$ cat src/ordered_list_store_core_assert.svh
// Assertion macros for the ordered list store.
// Expects clk_i and rst_ni in the scope where a macro is used.
`ifndef ORDERED_LIST_STORE_CORE_ASSERT_SVH
`define ORDERED_LIST_STORE_CORE_ASSERT_SVH

// Same-cycle implication, disabled while in reset.
`define OLS_ASSERT_NOW(label, ante, cons, msg) \
  label: assert property (@(posedge clk_i) disable iff (!rst_ni) (ante) |-> (cons)) \
    else $error(msg);

// Next-cycle implication, disabled while in reset.
`define OLS_ASSERT_NEXT(label, ante, cons, msg) \
  label: assert property (@(posedge clk_i) disable iff (!rst_ni) (ante) |=> (cons)) \
    else $error(msg);

`endif

$ cat src/ols_pkg.sv
// Shared types and constants of the ordered list store.
// No dependencies; used by the channel interfaces and the core.
`timescale 1ns / 1ps
`default_nettype none

package ols_pkg;

  localparam int unsigned DEPTH_DEF      = 16;
  localparam int unsigned VALUE_BITS_DEF = 32;

  // fixed field widths of the channels
  localparam int unsigned KIND_W   = 2;
  localparam int unsigned VALUE_W  = 32;
  localparam int unsigned STATUS_W = 3;
  localparam int unsigned LEN_W    = 5;

  typedef enum logic [KIND_W-1:0] {
    KIND_APPEND = 2'd0,
    KIND_DELETE = 2'd1,
    KIND_SWAP   = 2'd2,
    KIND_READ   = 2'd3
  } kind_e;

  typedef enum logic [STATUS_W-1:0] {
    ST_DONE      = 3'd0,
    ST_FULL      = 3'd1,
    ST_EMPTY     = 3'd2,
    ST_NOT_FOUND = 3'd3,
    ST_TOO_FEW   = 3'd4,
    ST_ELEMENT   = 3'd5
  } status_e;

endpackage

`default_nettype wire

$ cat src/ols_if.sv
// Valid/ready channels of the ordered list store: command in, result out.
// Depends on ols_pkg.
`timescale 1ns / 1ps
`default_nettype none

interface ols_in_if;
  import ols_pkg::*;
  logic               valid;
  logic               ready;
  kind_e              kind;
  logic [VALUE_W-1:0] value;

  modport source (output valid, output kind, output value, input ready);
  modport sink   (input valid, input kind, input value, output ready);
endinterface

interface ols_out_if;
  import ols_pkg::*;
  logic               valid;
  logic               ready;
  status_e            status;
  logic [VALUE_W-1:0] item_value;
  logic [LEN_W-1:0]   length;
  logic               last;

  modport source (output valid, output status, output item_value, output length,
                  output last, input ready);
  modport sink   (input valid, input status, input item_value, input length,
                  input last, output ready);
endinterface

`default_nettype wire

$ cat src/ordered_list_store_core.sv
// Ordered list store core; depends on ols_pkg, ols_if.sv and ordered_list_store_core_assert.svh.
// Per command: append writes the entry; swap reads two entries, then writes each to the
// other's place; delete searches, then shifts the tail, one entry a cycle through the memory
// port; read returns the elements in order, one element a cycle while the output is taken.
// One item at a time: the next one is taken the cycle after its last result item is loaded.
// Reset (async, active low) empties the list; memory contents are not cleared.
`timescale 1ns / 1ps
`default_nettype none

module ordered_list_store_core #(
  parameter int unsigned DEPTH      = ols_pkg::DEPTH_DEF,
  parameter int unsigned VALUE_BITS = ols_pkg::VALUE_BITS_DEF
) (
  input  wire        clk_i,
  input  wire        rst_ni,
  ols_in_if.sink     in_i,
  ols_out_if.source  out_o
);
  import ols_pkg::*;

  localparam int unsigned CW = $clog2(DEPTH + 1);
  localparam int unsigned AW = $clog2(DEPTH);

  typedef enum logic [3:0] {
    S_IDLE,
    S_DISPATCH,
    S_SEARCH,
    S_SHIFT,
    S_SWAP_A,
    S_SWAP_B,
    S_SWAP_C,
    S_READ,
    S_RESP
  } state_e;

  state_e               state_q, state_d;
  logic [CW-1:0]        count_q, count_d;
  logic [CW-1:0]        ptr_q, ptr_d;
  logic [CW-1:0]        didx_q, didx_d;
  logic                 dvld_q, dvld_d;
  kind_e                kind_q, kind_d;
  logic [VALUE_BITS-1:0] val_q, val_d;
  logic [VALUE_BITS-1:0] hold_q, hold_d;
  status_e              status_q, status_d;

  logic                 out_valid_q, out_valid_d;
  status_e              out_status_q, out_status_d;
  logic [VALUE_W-1:0]   out_value_q, out_value_d;
  logic [LEN_W-1:0]     out_len_q, out_len_d;
  logic                 out_last_q, out_last_d;

  // memory port
  logic [VALUE_BITS-1:0] mem [DEPTH];
  logic [VALUE_BITS-1:0] rdata_q;
  logic                  rd_en, we;
  logic [AW-1:0]         rd_addr, wr_addr;
  logic [VALUE_BITS-1:0] wdata;

  logic          out_free;
  logic          issue;
  logic [CW-1:0] ptr_inc, didx_m1, count_m1, swap_pos;

  assign out_free = !out_valid_q || out_o.ready;
  assign ptr_inc  = ptr_q + CW'(1);
  assign didx_m1  = didx_q - CW'(1);
  assign count_m1 = count_q - CW'(1);
  assign swap_pos = count_q - CW'(2);
  assign issue    = (ptr_q < count_q);

  assign in_i.ready       = (state_q == S_IDLE);
  assign out_o.valid      = out_valid_q;
  assign out_o.status     = out_status_q;
  assign out_o.item_value = out_value_q;
  assign out_o.length     = out_len_q;
  assign out_o.last       = out_last_q;

  always_comb begin
    state_d      = state_q;
    count_d      = count_q;
    ptr_d        = ptr_q;
    didx_d       = didx_q;
    dvld_d       = 1'b0;
    kind_d       = kind_q;
    val_d        = val_q;
    hold_d       = hold_q;
    status_d     = status_q;
    out_valid_d  = out_valid_q && !out_o.ready;
    out_status_d = out_status_q;
    out_value_d  = out_value_q;
    out_len_d    = out_len_q;
    out_last_d   = out_last_q;
    rd_en        = 1'b0;
    rd_addr      = ptr_q[AW-1:0];
    we           = 1'b0;
    wr_addr      = count_q[AW-1:0];
    wdata        = val_q;

    unique case (state_q)
      S_IDLE: begin
        if (in_i.valid) begin
          kind_d  = in_i.kind;
          val_d   = VALUE_BITS'(in_i.value);
          state_d = S_DISPATCH;
        end
      end
      S_DISPATCH: begin
        ptr_d = '0;
        unique case (kind_q)
          KIND_APPEND: begin
            if (count_q >= CW'(DEPTH)) begin
              status_d = ST_FULL;
            end else begin
              we       = 1'b1;
              count_d  = count_q + CW'(1);
              status_d = ST_DONE;
            end
            state_d = S_RESP;
          end
          KIND_DELETE: begin
            if (count_q == '0) begin
              status_d = ST_EMPTY;
              state_d  = S_RESP;
            end else begin
              state_d = S_SEARCH;
            end
          end
          KIND_SWAP: begin
            if (count_q < CW'(2)) begin
              status_d = ST_TOO_FEW;
              state_d  = S_RESP;
            end else begin
              rd_en   = 1'b1;
              rd_addr = AW'(1);
              state_d = S_SWAP_A;
            end
          end
          KIND_READ: begin
            if (count_q == '0) begin
              status_d = ST_EMPTY;
              state_d  = S_RESP;
            end else begin
              rd_en   = 1'b1;
              rd_addr = '0;
              state_d = S_READ;
            end
          end
        endcase
      end
      S_SEARCH: begin
        // read at ptr, compare the entry read in the previous cycle
        rd_en  = issue;
        dvld_d = issue;
        didx_d = ptr_q;
        if (issue) ptr_d = ptr_inc;
        if (dvld_q) begin
          if (rdata_q == val_q) begin
            ptr_d   = didx_q + CW'(1);
            dvld_d  = 1'b0;
            state_d = S_SHIFT;
          end else if (didx_q == count_m1) begin
            status_d = ST_NOT_FOUND;
            state_d  = S_RESP;
          end
        end
      end
      S_SHIFT: begin
        // read entry j+1, write it to j in the next cycle
        rd_en  = issue;
        dvld_d = issue;
        didx_d = ptr_q;
        if (issue) ptr_d = ptr_inc;
        if (dvld_q) begin
          we      = 1'b1;
          wr_addr = didx_m1[AW-1:0];
          wdata   = rdata_q;
        end
        if (!issue && !dvld_q) begin
          count_d  = count_m1;
          status_d = ST_DONE;
          state_d  = S_RESP;
        end
      end
      S_SWAP_A: begin
        hold_d  = rdata_q;
        rd_en   = 1'b1;
        rd_addr = swap_pos[AW-1:0];
        state_d = S_SWAP_B;
      end
      S_SWAP_B: begin
        we      = 1'b1;
        wr_addr = AW'(1);
        wdata   = rdata_q;
        state_d = S_SWAP_C;
      end
      S_SWAP_C: begin
        we       = 1'b1;
        wr_addr  = swap_pos[AW-1:0];
        wdata    = hold_q;
        status_d = ST_DONE;
        state_d  = S_RESP;
      end
      S_READ: begin
        // rdata_q holds entry ptr; it stays until the output takes it
        if (out_free) begin
          out_valid_d  = 1'b1;
          out_status_d = ST_ELEMENT;
          out_value_d  = VALUE_W'(rdata_q);
          out_len_d    = LEN_W'(count_q);
          out_last_d   = (ptr_inc == count_q);
          if (ptr_inc == count_q) begin
            state_d = S_IDLE;
          end else begin
            ptr_d   = ptr_inc;
            rd_en   = 1'b1;
            rd_addr = ptr_inc[AW-1:0];
          end
        end
      end
      S_RESP: begin
        if (out_free) begin
          out_valid_d  = 1'b1;
          out_status_d = status_q;
          out_value_d  = '0;
          out_len_d    = LEN_W'(count_q);
          out_last_d   = 1'b1;
          state_d      = S_IDLE;
        end
      end
      default: state_d = S_IDLE;
    endcase
  end

  always_ff @(posedge clk_i or negedge rst_ni) begin
    if (!rst_ni) begin
      state_q      <= S_IDLE;
      count_q      <= '0;
      ptr_q        <= '0;
      didx_q       <= '0;
      dvld_q       <= 1'b0;
      kind_q       <= KIND_APPEND;
      val_q        <= '0;
      hold_q       <= '0;
      status_q     <= ST_DONE;
      out_valid_q  <= 1'b0;
      out_status_q <= ST_DONE;
      out_value_q  <= '0;
      out_len_q    <= '0;
      out_last_q   <= 1'b0;
    end else begin
      state_q      <= state_d;
      count_q      <= count_d;
      ptr_q        <= ptr_d;
      didx_q       <= didx_d;
      dvld_q       <= dvld_d;
      kind_q       <= kind_d;
      val_q        <= val_d;
      hold_q       <= hold_d;
      status_q     <= status_d;
      out_valid_q  <= out_valid_d;
      out_status_q <= out_status_d;
      out_value_q  <= out_value_d;
      out_len_q    <= out_len_d;
      out_last_q   <= out_last_d;
    end
  end

  always_ff @(posedge clk_i) begin
    if (rd_en) rdata_q <= mem[rd_addr];
    if (we) mem[wr_addr] <= wdata;
  end

`include "ordered_list_store_core_assert.svh"

  `OLS_ASSERT_NOW(a_count_bound, 1'b1, count_q <= CW'(DEPTH), "count above depth")
  `OLS_ASSERT_NEXT(a_append_grows,
      state_q == S_DISPATCH && kind_q == KIND_APPEND && count_q < CW'(DEPTH),
      count_q == $past(count_q) + CW'(1), "append did not grow the list")
  `OLS_ASSERT_NOW(a_shift_write_range, state_q == S_SHIFT && dvld_q,
      didx_q < count_q && didx_q != '0, "shift writes outside the list")
  `OLS_ASSERT_NOW(a_read_last, state_q == S_READ && out_free && ptr_inc == count_q,
      out_last_d, "final element not marked last")

endmodule

`default_nettype wire
$ cat src/flat_wrapper.sv
// flat-port wrapper written by rule: the top's interface ports become plain ports
module ordered_list_store_core_flat import ols_pkg::*;
#(
  parameter int unsigned DEPTH      = ols_pkg::DEPTH_DEF,
  parameter int unsigned VALUE_BITS = ols_pkg::VALUE_BITS_DEF
)
  (clk_i, rst_ni, in_i_valid, in_i_kind, in_i_value, in_i_ready, out_o_valid, out_o_status, out_o_item_value, out_o_length, out_o_last, out_o_ready);
  ols_in_if in_i_i ();
  ols_out_if out_o_i ();
  input  wire clk_i;
  input  wire rst_ni;
  input wire logic [$bits(in_i_i.valid)-1:0] in_i_valid;
  input wire logic [$bits(in_i_i.kind)-1:0] in_i_kind;
  input wire logic [$bits(in_i_i.value)-1:0] in_i_value;
  output wire logic [$bits(in_i_i.ready)-1:0] in_i_ready;
  output wire logic [$bits(out_o_i.valid)-1:0] out_o_valid;
  output wire logic [$bits(out_o_i.status)-1:0] out_o_status;
  output wire logic [$bits(out_o_i.item_value)-1:0] out_o_item_value;
  output wire logic [$bits(out_o_i.length)-1:0] out_o_length;
  output wire logic [$bits(out_o_i.last)-1:0] out_o_last;
  input wire logic [$bits(out_o_i.ready)-1:0] out_o_ready;
  assign in_i_i.valid = in_i_valid;
  assign in_i_i.kind = in_i_kind;
  assign in_i_i.value = in_i_value;
  assign in_i_ready = in_i_i.ready;
  assign out_o_valid = out_o_i.valid;
  assign out_o_status = out_o_i.status;
  assign out_o_item_value = out_o_i.item_value;
  assign out_o_length = out_o_i.length;
  assign out_o_last = out_o_i.last;
  assign out_o_i.ready = out_o_ready;
  ordered_list_store_core #(.DEPTH(DEPTH), .VALUE_BITS(VALUE_BITS)) u_core (.clk_i(clk_i), .rst_ni(rst_ni), .in_i(in_i_i), .out_o(out_o_i));
endmodule
$ cat config.mk
export PLATFORM = sky130hd
export DESIGN_NAME = ordered_list_store_core_flat
export DESIGN_NICKNAME = d
export VERILOG_FILES = /design/src/ols_pkg.sv /design/src/ols_if.sv /design/src/ordered_list_store_core.sv /design/src/flat_wrapper.sv
export VERILOG_INCLUDE_DIRS = /design/src /design/src/src
export SDC_FILE = /design/constraint.sdc
export NUM_CORES = 1
export LEC_CHECK = 0
export BUFFER_PORTS_ARGS = -buffer_cell sky130_fd_sc_hd__buf_2
export CAP_MARGIN = 10
export CORE_UTILIZATION = 47
export CTS_BUF_LIST = sky130_fd_sc_hd__clkbuf_2
export DETAILED_ROUTE_END_ITERATION = 10
export RECOVER_POWER = 100
export SLEW_MARGIN = 20
export SYNTH_ARGS = -nofsm -noshare
export SYNTH_HDL_FRONTEND = slang
export SYNTH_SLANG_ARGS = --single-unit
export TNS_END_PERCENT = 5
$ cat constraint.sdc
create_clock -name clk_i -period 6.15 [get_ports clk_i]
set_clock_uncertainty 0.2 [all_clocks]
set_input_delay 0.9225 -clock clk_i [delete_from_list [all_inputs] [get_ports clk_i]]
set_output_delay 0.9225 -clock clk_i [all_outputs]
set_load 0.03 [all_outputs]
==> results.yml <==
cts:
  cts_setup_buffers: 0
  clock-sinks: 675
  clockBufferDepth: 3
  cts.clk_slew.worst_paths_ps: 100
  tritoncts: "done"
  cts_buffers: 172
  clock_latency_ps: 1370
  cts_root_buf: "clkbuf_2"
  htreeDepth: 4
placement:
  place_congestion: 0.877
  dpl_cell_area_sq_um: 29400
  place_inst: 2677
  pre_cts_slack_ps: 1430
  dpl.hpwl_mm: 43.7
  port_buffers: 80
yosys:
  async_reset_ff_share_pct: 19.4
  synth_top_area_share_pct: 58.5
  avgSynthCellArea_sq_um: 14.8
  synth_seq_area_share_pct: 70.2
  netlist_instances: 1886
  yosysWarnings: 0
  mappedNetlistArea_sq_um: 27900
  synth_cell_type_count: 72
  yosysTopAreaCell: "edfxtp_1"
  yosys_register_bits: 675
  ys.flop_type: "edfxtp_1"
  syn_nets: 1937
  yosys-top-cells-area: "edfxtp_1, dfrtp_1, mux2i_1"
  synth-edff-count: 544
global_routing:
  grt_max_degree: 84
  antenna_found_initial: 1
  grt_pass1_vias: 17900
  grt_overflow: 0
  grt_usage_pct: 26.4
  grt_pass1_wl_mm: 115
pwr:
  power_mw: 16.4
  ir_worst_vdd_mv: 0.405
  clockPowerShare_pct: 18.6
  pwr-share-comb_pct: 35.0
  pwr-share-seq_pct: 46.4
  p_per_area_nw_per_um2: 520
  internal_power_mw: 9.83
  p_sw_share_pct: 40.0
  leakage_nw: 11.2
  p_sw_mw: 6.56
final_layout:
  area_growth_syn_to_layout_pct: 12.9
  drive_gt1_share_pct: 18.7
  fin_util_pct: 54.1
  nets: 2206
  fin_cells: 3055
  final_area_sq_um: 31500
floorplan:
  die-area_sq_um: 60400
  core_area_sq_um: 58200
  fp-row-count: 88
  start_util_pct: 47.9
  die_w_microns: 246
  die_h_microns: 246
  pin_count: 81
routing:
  drcViolationCount: 0
  avgViaCountPerCell: 5.80
  wire_per_inst_microns: 25.7
  drt-initial-drc-count: 1445
  ant_nets: 0
  firstDrtPassIters: 6
  vias: 17700
  routed_wl_mm: 78.4
timing:
  fin_crit_ps: 5350
  whs_ps: 197
  postLayoutSetupSlackWorst_ps: 800
  timing.fmax_mhz: 187
  worstMarginPinSlew_ps: 2710
  max_slew_margin_pct: -80.9
  period_share_pct: 87.0
  slew_violations: 291
  finalSetupTns_ps: 0
  finalSetupViolCount: 0
  rsz0062_at_grt: "false"
  hold_viol: 0
worst_hold_path:
  hp-class: "in2reg"
worst_setup_path:
  end_kind: "flop"
  cp_data_required_time_ps: 6870
  critPathKind: "reg2reg"
  critical_path_arrival_ps: 6070
  cp_slowest_cell: "clkbuf_1"
  critPathLaunchType: "flop"
  crit_path_max_incr_delay_ps: 1840
  path_delay_family: "buffers and inverters"
  worst-path-max-fanout: 33
  critPathBufInv: 2
  cp_cell_sequence: "nor2b_1, and2_0, clkbuf_1, a211oi_1, o21ai_2, clkbuf_2"
flow_run:
  cap_violations: 9
run_status:
  status: "finished with violations"
  violations: "capacitance limit, slew limit"
routing by layer:
metal	up-vias	share of wire (%)	GRT usage, %
met5	-	0	0
met4	0	2.9	10.3
met3	161	7.2	6.47
met2	717	49	43.7
met1	8913	41	33.2
li1	7918	-	-
kinds of logic after synthesis:
| family | after synthesis | share of synthesized area, % |
|---|---|---|
| compound gates | 298 | 7.94 |
| xor+xnor | 51 | 1.65 |
| fa+ha+maj | 13 | 0.583 |
| buf+inv | 167 | 2.81 |
| flops | 675 | 70.2 |
| mux | 262 | 9.55 |
| simple gates | 420 | 7.22 |
layout make-up:
class	count	area [sq um]
fillers	4899	26700
clock buffers	260	1300
multi-input cells	1044	7670
inverters	52	195
diodes	1	2.50
clock inverters	48	272
repair buffers	210	1510
well taps	765	957
flip-flops and latches	675	19600
power by group through the flow:
| stage | Sequential [mW] | Clock, mW | Combinational (mW) |
|---|---|---|---|
| after CTS | 7.55 | 3.16 | 5.76 |
| after floorplan | 7.59 | 0 | 3.49 |
| after global routing | 7.68 | 3.38 | 6.15 |
| after global placement | 7.63 | 0 | 5.61 |
| after detailed placement | 7.65 | 0 | 5.71 |
| final | 7.60 | 3.05 | 5.74 |
cell usage in the layout (no fill, tap or decap), types with 35 or more instances in the layout:
cell / instances
clkbuf_2: 272
a211oi_1: 38
nand3_1: 45
nand2_1: 204
clkbuf_1: 62
dfrtp_1: 131
dlygate4sd3_1: 67
buf_2: 36
mux2i_1: 227
o22ai_1: 98
edfxtp_1: 544
mux2_2: 35
xnor2_1: 43
inv_1: 52
registers in the layout (all words and copies together) (netlist names), 2 cells and up:
name                     count
u_core.count_q               5
u_core.didx_q                5
u_core.hold_q               32
u_core.kind_q                2
u_core.mem                 512
u_core.out_o.item_value     32
u_core.out_o.length          5
u_core.out_o.status          3
u_core.ptr_q                 5
u_core.rdata_q              32
u_core.state_q               4
u_core.status_q              3
u_core.val_q                32
timing repair:
item,CTS,global route
resized for setup,0,0
hold endpoints to repair,129,0
setup endpoints to repair,0,0
hold buffers,68,0
path summary, 6_finish.rpt:
kind / start / endpoint / slack, ps / depth (start not counted)
worst max-delay path: u_core.state_q[2]$_DFFE_PN0P_ / u_core.rdata_q[2]$_DFFE_PP_ / 800 / 6
worst min-delay path: in_i_value[30] / u_core.val_q[30]$_DFFE_PN0P_ / 200 / 3
worst max register to register: u_core.state_q[2]$_DFFE_PN0P_ / u_core.rdata_q[2]$_DFFE_PP_ / 800 / 6
worst min register to register: u_core.out_o.item_value[5]$_DFFE_PN0P_ / u_core.out_o.item_value[5]$_DFFE_PN0P_ / 270 / 2
max in group asynchronous: rst_ni / u_core.val_q[9]$_DFFE_PN0P_ / 2430 / 4
min in group asynchronous: rst_ni / u_core.ptr_q[3]$_DFFE_PN0P_ / 780 / 4
worst min-delay path: stages:
cell           delay, ps
dlygate4sd3_1        520
buf_2                140
mux2_2               150
cells in the mapped netlist, types with 5 or more instances:
| master | n |
|---|---|
| nand2b_1 | 8 |
| a222oi_1 | 33 |
| xnor2_1 | 43 |
| dfrtp_1 | 131 |
| o21ai_0 | 22 |
| clkbuf_1 | 59 |
| mux2_2 | 35 |
| a221oi_1 | 33 |
| or4_1 | 32 |
| buf_2 | 30 |
| nand2_1 | 204 |
| nor2_1 | 42 |
| buf_6 | 11 |
| buf_1 | 5 |
| mux2i_1 | 227 |
| nor3_1 | 6 |
| edfxtp_1 | 544 |
| nand3b_1 | 5 |
| a21oi_1 | 21 |
| nand4_1 | 10 |
| inv_1 | 52 |
| a211oi_1 | 38 |
| o22ai_1 | 98 |
| nand3_1 | 47 |
| ha_1 | 13 |
| xor2_1 | 6 |
| buf_4 | 10 |
| nor2b_1 | 5 |
| a31oi_1 | 5 |
| and2_1 | 36 |
| and3_1 | 8 |
No activity file was read; power rests on OpenSTA's default activity.
